`src/sv/pfif_pkg.sv`:
```
// ----------------------------------------------------------------------------
// pfif_pkg
// Shared widths and stage payload types of the incidence filter.
// ----------------------------------------------------------------------------
package pfif_pkg;
  localparam int COORD_WIDTH = 32;
  localparam int DIFF_W      = COORD_WIDTH + 1;
  localparam int HB_W        = $clog2(DIFF_W);
  localparam int SC_W        = 30;            // scaled magnitude
  localparam int SQ_IN_W     = 62;            // sum of squares
  localparam int ROOT_W      = 31;
  localparam int REM_W       = 34;
  localparam int AD_W        = 48;            // |dot| and division numerator
  localparam int Q_W         = 18;
  localparam int DV_W        = 32;
  localparam int DREM_W      = 33;
  localparam int CFG_A_W     = 2;

  typedef enum logic [CFG_A_W-1:0] {
    REG_VIEW_X = 2'd0,
    REG_VIEW_Y = 2'd1,
    REG_VIEW_Z = 2'd2,
    REG_THRESH = 2'd3
  } cfg_reg_t;

  typedef struct packed {
    logic            valid;
    logic            last;
    logic            zero;
    logic            neg;
    logic [AD_W-1:0] ad;
  } sq_side_t;

  typedef struct packed {
    logic valid;
    logic last;
    logic zero;
    logic neg;
  } dv_side_t;
endpackage

```
`src/sv/pfif_sqrt_cell.sv`:
```
// ----------------------------------------------------------------------------
// pfif_sqrt_cell
// One result bit of the integer square root; two radicand bits per cell.
// ----------------------------------------------------------------------------
module pfif_sqrt_cell import pfif_pkg::*; (
  input  logic               clk,
  input  logic               rst_n,
  input  logic               adv,
  input  sq_side_t           side_i,
  input  logic [SQ_IN_W-1:0] s_i,
  input  logic [REM_W-1:0]   rem_i,
  input  logic [ROOT_W-1:0]  root_i,
  output sq_side_t           side_o,
  output logic [SQ_IN_W-1:0] s_o,
  output logic [REM_W-1:0]   rem_o,
  output logic [ROOT_W-1:0]  root_o
);
  sq_side_t           side_r;
  logic [SQ_IN_W-1:0] s_r;
  logic [REM_W-1:0]   rem_r;
  logic [ROOT_W-1:0]  root_r;
  logic [REM_W-1:0]   rem_nxt, acc, trial;
  logic [ROOT_W-1:0]  root_nxt;

  always_comb begin
    acc   = {rem_i[REM_W-3:0], s_i[SQ_IN_W-1 -: 2]};
    trial = REM_W'({root_i, 2'b01});
    if (acc >= trial) begin
      rem_nxt  = acc - trial;
      root_nxt = {root_i[ROOT_W-2:0], 1'b1};
    end else begin
      rem_nxt  = acc;
      root_nxt = {root_i[ROOT_W-2:0], 1'b0};
    end
  end

  always_ff @(posedge clk) begin
    if (!rst_n) side_r.valid <= 1'b0;
    else if (adv) side_r.valid <= side_i.valid;
  end

  always_ff @(posedge clk) begin
    if (adv) begin
      side_r.last <= side_i.last;
      side_r.zero <= side_i.zero;
      side_r.neg  <= side_i.neg;
      side_r.ad   <= side_i.ad;
      s_r         <= {s_i[SQ_IN_W-3:0], 2'b00};
      rem_r       <= rem_nxt;
      root_r      <= root_nxt;
    end
  end

  assign side_o = side_r;
  assign s_o    = s_r;
  assign rem_o  = rem_r;
  assign root_o = root_r;
endmodule

```
`config.mk`:
```
export PLATFORM = sky130hd
export DESIGN_NAME = pfif_sqrt_cell
export DESIGN_NICKNAME = d
export VERILOG_FILES = /design/src/sv/pfif_pkg.sv /design/src/sv/pfif_sqrt_cell.sv
export SDC_FILE = /design/constraint.sdc
export NUM_CORES = 1
export LEC_CHECK = 0
export BUFFER_PORTS_ARGS = -buffer_cell sky130_fd_sc_hd__buf_2
export CAP_MARGIN = 20
export CORE_ASPECT_RATIO = 0.5
export CORE_MARGIN = 2
export CORE_UTILIZATION = 35
export CTS_CLUSTER_SIZE = 40
export DETAILED_ROUTE_END_ITERATION = 12
export HOLD_SLACK_MARGIN = 0.02
export PLACE_DENSITY = 0.72
export SLEW_MARGIN = 25
export SYNTH_ARGS = -nofsm -noshare
export SYNTH_HDL_FRONTEND = slang
export SYNTH_SLANG_ARGS = --single-unit
```
`constraint.sdc`:
```
create_clock -name clk -period 8.1 [get_ports clk]
set_clock_uncertainty 0.05 [all_clocks]
set_input_delay 0.81 -clock clk [delete_from_list [all_inputs] [get_ports clk]]
set_output_delay 0.81 -clock clk [all_outputs]
set_load 0.005 [all_outputs]
```
==> results.md <==
* Status: finished clean
* Syn-to-layout area delta at 34.8%
* Share of post-route cells with drive strength above 1 at 43.1%
* Slew Viols, Final at 0
* Post-layout util at 48.1%
* Synth top area share at 68.5%
* Post-CTS Hold Buffers at 0
* Chip width at 214 um
* H-Tree Depth at 4
* TritonRoute pass-1 iters at 5
* Final Hold Violating Endpoints at 0
* Die Ht at 109 um
* Synth Register Bits at 177
* Setup CP Type: in2reg
* Sw Ratio at 25.6%
* Routed WL per cell at 17.1 um
* Mapped Area at 7720 um^2
* Seq pwr share at 48.7%
* CP max FO at 29
* Antenna violations before repair at 5
* Crit path DAT at 3.37 ns
* GRT overflow at 0
* Tot GR Track Use at 17.3%
* Via Count at 5906
* Cell count after synthesis at 558
* Clk_lat worst skew at 0.42 ns
* Fillers at 1950
* Post-route DRC violation count at 0
* Worst rel slew slack at 41.2%
* Sw Pwr at 0.000594 W
* R2r setup slk at 7.45 ns
* Fin cells at 1237
* Min cycle time layout at 3.24 ns
* Placed Cells incl. Taps at 1202
* EDFF count, synth at 176
* VDD IR-drop max at 0.000129 V
* Area leader, netlist: edfxtp_1
* Max frequency at 0.309 GHz
* Hold depth at 2
* First-pass GRT wire length at 30600 um
* Worst path max stage delay at 0.34 ns
* Iter 0 DRT Violations at 403
* WHS at 0.484 ns
* HPWL Detailed at 16200 um
* Post_cts resized at 0
* Library cells used by synthesis at 59
* Initial Util at 35.7%
* Synth Warn # at 0
* Top cells by area, synth: edfxtp_1 (68%), ha_1 (5.3%), a21oi_1 (2.5%)
* CP Data Required Time at 8.23 ns
* Post-route ant nets at 0
* Mean Syn Cell Area at 13.8 um^2
* Leakage at 4.64 nW
* I/O Pins at 361
* Comb pwr share at 16.4%
* Final Net Count at 1136
* DRT Wirelength at 21100 um
* Internal Pwr Total at 0.00173 W
* Port bufs at 356
* Worst r2r path cells at 2
* PwrDens at 224 nW/um^2
* Dpl ws at 4.42 ns
* Clock tree sinks at 177
* Clock Pin Slew Worst Setup and Hold Paths at 0.07 ns
* Most common cell in the netlist: edfxtp_1
* Worst setup EP type: flop
* CP max stage cell: ha_1
* Hold/Removal Path Class: reg2reg
* RSZ-0062 raised after global routing: no
* DR vias/cell at 4.77
* Share of flip-flops with an asynchronous set or reset at 0%
* Commonest cells in the synthesized netlist: edfxtp_1 (176), inv_1 (42), nor2_1 (42)
* Setup slack after layout at 4.86 ns
* Setup-failing EPs final at 0
* Top FF cell, synth: edfxtp_1
* Slew at the pin closest to its max-slew limit at 0.881 ns
* Total CTS buffers at 17
* Clk pwr share at 34.8%
* Final estimated routing congestion in global placement at 0.850
* Seq/Total Area, Yosys at 68.7%
* Setup TNS at 0 ns
* Period utilisation layout at 39.9%
* CTS tree: done
* Max-Cap Viols at 0
* Core ar. at 21600 um^2
* Worst-path cell chain: buf_2, ha_1, nor2b_1, o31a_1, o31ai_2, a21oi_2, o211a_4, o21ai_4, buf_4, a211oi_1, a32o_1
* Crit start category: input pin
* # rows at 38
* Die area at 23300 um^2
* CTS root buf: clkbuf_16
* Setup Fix Bufs, Post-CTS at 0
* Maximum clock path buffer count at 2
* Largest net degree at the start of global routing at 94
* Vias in the first global route at 5621
## worst paths after layout
check,end,startpoint
setup / recovery,rem_o[32]$_DFFE_PP_,rem_i[0]
hold / removal,side_o[51]$_SDFFE_PN0P_,side_o[51]$_SDFFE_PN0P_
setup reg to reg,side_o[51]$_SDFFE_PN0P_,side_o[51]$_SDFFE_PN0P_
hold reg to reg,side_o[51]$_SDFFE_PN0P_,side_o[51]$_SDFFE_PN0P_
## layer usage
layer / wire [um] / GRT usage (%)
met5: 27 / 0
met2: 10900 / 29.9
met1: 8840 / 21.3
met4: 396 / 6.49
met3: 963 / 4.04
## metrics by stage
stage | cell area [um^2] | power, W
after floorplan | 7720 | 0.00134
after global placement | 9820 | 0.00153
after detailed placement | 9820 | 0.00154
after CTS | 10400 | 0.00235
after global routing | 10400 | 0.00242
final | 10400 | 0.00233
## kinds of logic (layout without fill, tap and decap cells)
logic type	Yosys count	in the layout	synth area share, %
adder cells (fa/ha/maj)	33	33	5.35
AND/OR/NAND/NOR	131	131	7.81
other	1	5	0.0486
flip-flops	177	177	68.7
XOR/XNOR	22	22	2.50
AO/OA/AOI/OAI	132	132	11.8
buffers and inverters	58	433	3.18
multiplexers	4	4	0.583
## cells in the final DEF (no fill, tap or decap), types with 5 or more instances in the layout
| cell | Yosys | routed |
|---|---|---|
| a21o_1 | 16 | 16 |
| nor2_1 | 42 | 42 |
| nand4_1 | 5 | 5 |
| xor2_1 | 15 | 15 |
| inv_1 | 42 | 42 |
| ha_1 | 33 | 33 |
| o21a_1 | 6 | 6 |
| o211ai_1 | 5 | 5 |
| edfxtp_1 | 176 | 176 |
| a21oi_1 | 39 | 39 |
| xnor2_1 | 7 | 7 |
| clkbuf_16 | 0 | 17 |
| or3_1 | 6 | 6 |
| o21ai_0 | 21 | 21 |
| buf_2 | 4 | 355 |
| o31ai_1 | 8 | 8 |
| nand2_1 | 40 | 40 |
| a211oi_1 | 5 | 5 |
| nor3_1 | 8 | 8 |
| nand3_1 | 11 | 11 |
## power by group through the flow
stage	Combinational (W)	Clock [W]	Sequential, W
finish	0.000383	0.000810	0.00113
global route	0.000421	0.000860	0.00114
CTS	0.000385	0.000828	0.00114
detailed placement	0.000382	0	0.00115
global placement	0.000375	0	0.00115
floorplan	0.000174	0	0.00117
## critical path, delay by kind of cell
| family | cells | cell delay (ns) |
|---|---|---|
| buffers and inverters | 2 | 0.45 |
| adder cells (fa/ha/maj) | 1 | 0.34 |
| AND/OR/NAND/NOR | 1 | 0.17 |
| AO/OA/AOI/OAI | 7 | 1.60 |
## flip-flops by register name (all words and copies together) (netlist names)
register,count
side_o,52
root_o,31
s_o,60
rem_o,34
## area by class of cell
| cell class | count | area, um^2 | share of cell area (%) |
|---|---|---|---|
| sequential | 177 | 5310 | 51.0 |
| multi-input combinational | 324 | 2170 | 20.9 |
| timing repair buffer | 358 | 1810 | 17.4 |
| clock buffer | 22 | 474 | 4.56 |
| tap | 300 | 375 | 3.61 |
| inverter | 43 | 161 | 1.55 |
| clock inverter | 10 | 100 | 0.962 |
| antenna | 3 | 7.51 | 0.0722 |
Note: power is estimated with default switching activity, not from simulation.
