--- src/sv/pfif_pkg.sv ---
// ----------------------------------------------------------------------------
// pfif_pkg
// Shared widths and stage payload types of the incidence filter.
// ----------------------------------------------------------------------------
package pfif_pkg;
  localparam int COORD_WIDTH = 32;
  localparam int DIFF_W      = COORD_WIDTH + 1;
  localparam int HB_W        = $clog2(DIFF_W);
  localparam int SC_W        = 30;            // scaled magnitude
  localparam int SQ_IN_W     = 62;            // sum of squares
  localparam int ROOT_W      = 31;
  localparam int REM_W       = 34;
  localparam int AD_W        = 48;            // |dot| and division numerator
  localparam int Q_W         = 18;
  localparam int DV_W        = 32;
  localparam int DREM_W      = 33;
  localparam int CFG_A_W     = 2;

  typedef enum logic [CFG_A_W-1:0] {
    REG_VIEW_X = 2'd0,
    REG_VIEW_Y = 2'd1,
    REG_VIEW_Z = 2'd2,
    REG_THRESH = 2'd3
  } cfg_reg_t;

  typedef struct packed {
    logic            valid;
    logic            last;
    logic            zero;
    logic            neg;
    logic [AD_W-1:0] ad;
  } sq_side_t;

  typedef struct packed {
    logic valid;
    logic last;
    logic zero;
    logic neg;
  } dv_side_t;
endpackage

--- src/sv/pfif_div_cell.sv ---
// ----------------------------------------------------------------------------
// pfif_div_cell
// One quotient bit of the restoring divider.
// ----------------------------------------------------------------------------
module pfif_div_cell import pfif_pkg::*; (
  input  logic              clk,
  input  logic              rst_n,
  input  logic              adv,
  input  dv_side_t          side_i,
  input  logic [AD_W-1:0]   num_i,
  input  logic [DV_W-1:0]   dv_i,
  input  logic [DREM_W-1:0] rem_i,
  input  logic [Q_W-1:0]    q_i,
  output dv_side_t          side_o,
  output logic [AD_W-1:0]   num_o,
  output logic [DV_W-1:0]   dv_o,
  output logic [DREM_W-1:0] rem_o,
  output logic [Q_W-1:0]    q_o
);
  dv_side_t          side_r;
  logic [AD_W-1:0]   num_r;
  logic [DV_W-1:0]   dv_r;
  logic [DREM_W-1:0] rem_r;
  logic [Q_W-1:0]    q_r;
  logic [DREM_W:0]   acc;
  logic [DREM_W-1:0] rem_nxt;
  logic              qb;

  always_comb begin
    acc = {rem_i, num_i[AD_W-1]};
    qb  = (acc >= (DREM_W+1)'(dv_i));
    rem_nxt = qb ? DREM_W'(acc - (DREM_W+1)'(dv_i)) : DREM_W'(acc);
  end

  always_ff @(posedge clk) begin
    if (!rst_n) side_r.valid <= 1'b0;
    else if (adv) side_r.valid <= side_i.valid;
  end

  always_ff @(posedge clk) begin
    if (adv) begin
      side_r.last <= side_i.last;
      side_r.zero <= side_i.zero;
      side_r.neg  <= side_i.neg;
      num_r       <= {num_i[AD_W-2:0], 1'b0};
      dv_r        <= dv_i;
      rem_r       <= rem_nxt;
      q_r         <= {q_i[Q_W-2:0], qb};
    end
  end

  assign side_o = side_r;
  assign num_o  = num_r;
  assign dv_o   = dv_r;
  assign rem_o  = rem_r;
  assign q_o    = q_r;
endmodule

--- config.mk ---
export PLATFORM = sky130hd
export DESIGN_NAME = pfif_div_cell
export DESIGN_NICKNAME = d
export VERILOG_FILES = /design/src/sv/pfif_pkg.sv /design/src/sv/pfif_div_cell.sv
export SDC_FILE = /design/constraint.sdc
export NUM_CORES = 1
export LEC_CHECK = 0
export ABC_AREA = 1
export BUFFER_PORTS_ARGS = -buffer_cell sky130_fd_sc_hd__buf_4
export CELL_PAD_IN_SITES_DETAIL_PLACEMENT = 0
export CELL_PAD_IN_SITES_GLOBAL_PLACEMENT = 2
export CORE_MARGIN = 8
export CORE_UTILIZATION = 25
export DETAILED_ROUTE_END_ITERATION = 10
export GPL_TIMING_DRIVEN = 0
export PLACE_DENSITY = 0.82
export SLEW_MARGIN = 40
export SYNTH_ARGS = -nofsm -noshare
export SYNTH_HDL_FRONTEND = slang
export SYNTH_SLANG_ARGS = --single-unit
--- constraint.sdc ---
create_clock -name clk -period 1.9 [get_ports clk]
set_clock_uncertainty 0.1 [all_clocks]
set_input_delay 0.285 -clock clk [delete_from_list [all_inputs] [get_ports clk]]
set_output_delay 0.285 -clock clk [all_outputs]
set_load 0.005 [all_outputs]
==> results.cfg <==
[finish]
p_r_area_growth_vs_syn_pct = 72.6
most-common-layout-cells = buf_4 (291), nand2_1 (257), inv_1 (147)
finalNetCount = 1436
proportion_of_layout_cells_with_a_drive_suffix_above_1 = 0.392
share_of_the_core_filled_with_cells_in_the_final_layout = 0.440
number_of_filler_cells_placed_in_the_layout = 2809
final_common_cell = buf_4
n_antenna_cell = 0

[critical_path]
timing_worst_setup_path_type = in -> reg
cp.required_ns = 1.98
critPathMaxFanout = 5
reg2reg_setup_slack_ns = 1.12
reg2regPathDepth = 2
regToRegStartpoint = side_o[3]
arrival_time_worst_endpoint_ns = 2.03
critical_path.startpoint = num_i[47]
worst_flop_to_flop_path_endpoint = side_o[3]
worstSetupStartpointType = primary input
endpoint_kind = flip-flop

[detailed_routing]
ant_nets = 0
route.final.wire_length_mm = 26.7
wl_per_cell_microns = 16.0
drc_violations_left = 0
drt_iter0_drc = 255
drt-pass1-iter-count = 5
route.detailed.vias_per_inst = 4.14
vias = 6873

[power]
post_route_total_power_uw = 9300
power.sequential.fraction = 0.395
sw_frac_of_total = 0.294
leakagePower_uw = 0.00603
pwr-share-clk = 0.343
powerDensity_mw_per_mm2 = 735
share_comb_of_total_power = 0.262
p_int_uw = 6560
peak_vdd_ir_v = 0.000397
power_switching_uw = 2740

[die]
core_area_sq_mm = 0.0288
ioPinCount = 273
floorplan.rows = 62
floorplan.die_area_sq_mm = 0.0351
die_h_microns = 187
floorplan.initialDensity = 0.255
die_x_microns = 187

[yosys]
synth_simple_gate_area_share = 0.260
post_synth_num_cell_types = 28
yosys_register_bits = 134
synth-adder-area-share = 0.0573
synth.mux.area_fraction = 0
syn-mean-instance-area_sq_um = 8.68
synth_compound_area_frac = 0.0171
synth_top_family_by_area = simple AND/OR/NAND/NOR gates
synthesis.area_sq_mm = 0.00733
syn_inst = 845
synthXorXnorAreaFrac = 0.0179
number_of_nets_in_the_synthesized_netlist = 1016
ys_seq_area_frac = 0.548
yosys_warnings = 0

[timing]
timing.max_slew.rel_slack = 0.640
layout_worst_path_cycle_share = 1.03
timing.final.crit_period_ns = 1.95
timing.hold.ws_ns = 0.0433
final_critical_path_setup_slack_ns = -0.0488
setup_viol = 28
highest_clock_frequency_the_design_can_meet_mhz = 513
timing.setup.tns_ns = -0.597
worst_slew_pin_slew_ns = 0.541
final_hold_viol_count = 0
timing.final.max_slew_violations = 0
rsz0062_at_grt = true

[clocking]
clk_latency_ns = 0.42
tritoncts.num_buffers = 17
clkSlewWorstSetupHoldPaths_ns = 0.07
max-clock-path-buffers = 2
clock_sink_count = 134
clock_tree.root_cell = clkbuf_16
cts-htree-levels = 4
cts_tree = built

[placement]
place_hpwl_mm = 20.2
final_gp_congestion = 0.828
buffer_ports.inserted = 270
preCtsSetupSlack_ns = -0.897

[global_routing]
grtUsageMet2 = 0.251
use_met3 = 0.0367
antenna_found_initial = 0
grt_pass1_wl_mm = 40.6
grt.met1_usage = 0.179
grt_pass1_vias = 7203
gr-usage-all-layers = 0.148
maximum_number_of_pins_on_one_net_before_global_route_repair = 74
globalRoute.totalOverflow = 0
busiest_layer = met2

[min_path]
hold_start = rst_n
hold_end = side_o[3]
worst_hold_stages = 3
min_path_type = in -> reg

[outcome]
violations = negative setup slack
status = complete, but fails checks

[job]
timing.max_cap.violations = 0
synthesized netlist by cell type (all sizes together):
cell | count | share of area
fa | 1 | 0.0027
ha | 32 | 0.055
a21o | 1 | 0.0010
o21bai | 1 | 0.0010
nand3 | 32 | 0.025
nor2 | 44 | 0.025
or2 | 1 | 0.00085
conb | 1 | 0.00051
clkbuf | 1 | 0.00051
a21oi | 20 | 0.014
and2 | 6 | 0.0051
nor3 | 7 | 0.0048
buf | 12 | 0.011
nand3b | 1 | 0.0010
nand4 | 37 | 0.032
nand2 | 326 | 0.17
edfxtp | 133 | 0.54
o21ai | 2 | 0.0014
xor2 | 15 | 0.018
inv | 171 | 0.088
dfxtp | 1 | 0.0027
layout make-up:
| type | count | area [sq um] | area share |
|---|---|---|---|
| Timing Repair Buffer | 401 | 3420 | 0.270 |
| Multi-Input combinational cell | 527 | 3380 | 0.267 |
| Buffer | 13 | 131 | 0.0104 |
| Inverter | 171 | 662 | 0.0523 |
| Clock inverter | 15 | 138 | 0.0109 |
| Tap cell | 384 | 480 | 0.0380 |
| Clock buffer | 17 | 425 | 0.0336 |
| Sequential cell | 134 | 4010 | 0.317 |
per-stage QoR:
stage | cells | cell area [sq um]
floorplan | 845 | 7450
global placement | 1499 | 9960
detailed placement | 1500 | 9990
CTS | 1653 | 12200
global route | 1662 | 12700
finish | 1662 | 12700
how the worst max path moves through the flow:
stage,end,slack [ns],cells after the start
floorplan,rem_o[0],-0.08,13
global placement,rem_o[6],-0.95,11
detailed placement,rem_o[6],-0.90,11
CTS,rem_o[6],-0.002,14
global route,rem_o[30],-0.09,17
finish,rem_o[3],-0.05,15
critical path, cell delays in order:
cell,delay (ns)
buf_12,0.11
inv_12,0.04
ha_4,0.13
inv_4,0.04
fa_2,0.38
nand3_2,0.10
nand3_4,0.10
nand2_4,0.10
nand2_4,0.06
nand2_4,0.10
nand3_4,0.12
buf_12,0.17
clkbuf_16,0.16
nand2_2,0.05
nand2_1,0.05
per-layer routing:
metal | vias up | part of all wire
met5 | - | 0
met4 | 0 | 0.028
met3 | 29 | 0.057
met2 | 198 | 0.48
met1 | 3116 | 0.43
li1 | 3530 | -
kinds of logic (layout without fill, tap and decap cells):
logic type	after synthesis	count (layout)
XOR/XNOR	15	15
buffers and inverters	184	617
flip-flops	134	134
adder cells (fa/ha/maj)	33	33
AO/OA/AOI/OAI	24	24
AND/OR/NAND/NOR	454	454
other	1	1
what timing repair did:
item / 4_1_cts / 5_1_grt
pin swaps: 16 / 21
endpoints found under the hold margin: 100 / 0
setup endpoints to repair: 34 / 34
hold buffers: 100 / 0
resized for setup: 86 / 106
setup buffers: 19 / 8
gates cloned: 2 / 1
sequential cells by signal, indices dropped and copies added (netlist names):
name,count
dv_o,32
num_o,47
q_o,18
rem_o,33
side_o,4
power by group through the flow:
stage | Sequential, uW | Combinational, uW | Clock (uW)
after floorplan | 3780 | 797 | 0
after global placement | 3730 | 1880 | 0
after detailed placement | 3740 | 1890 | 0
after CTS | 3680 | 2260 | 3310
after global routing | 3710 | 2680 | 3400
final | 3680 | 2440 | 3190
(Power assumes the default switching activity.)
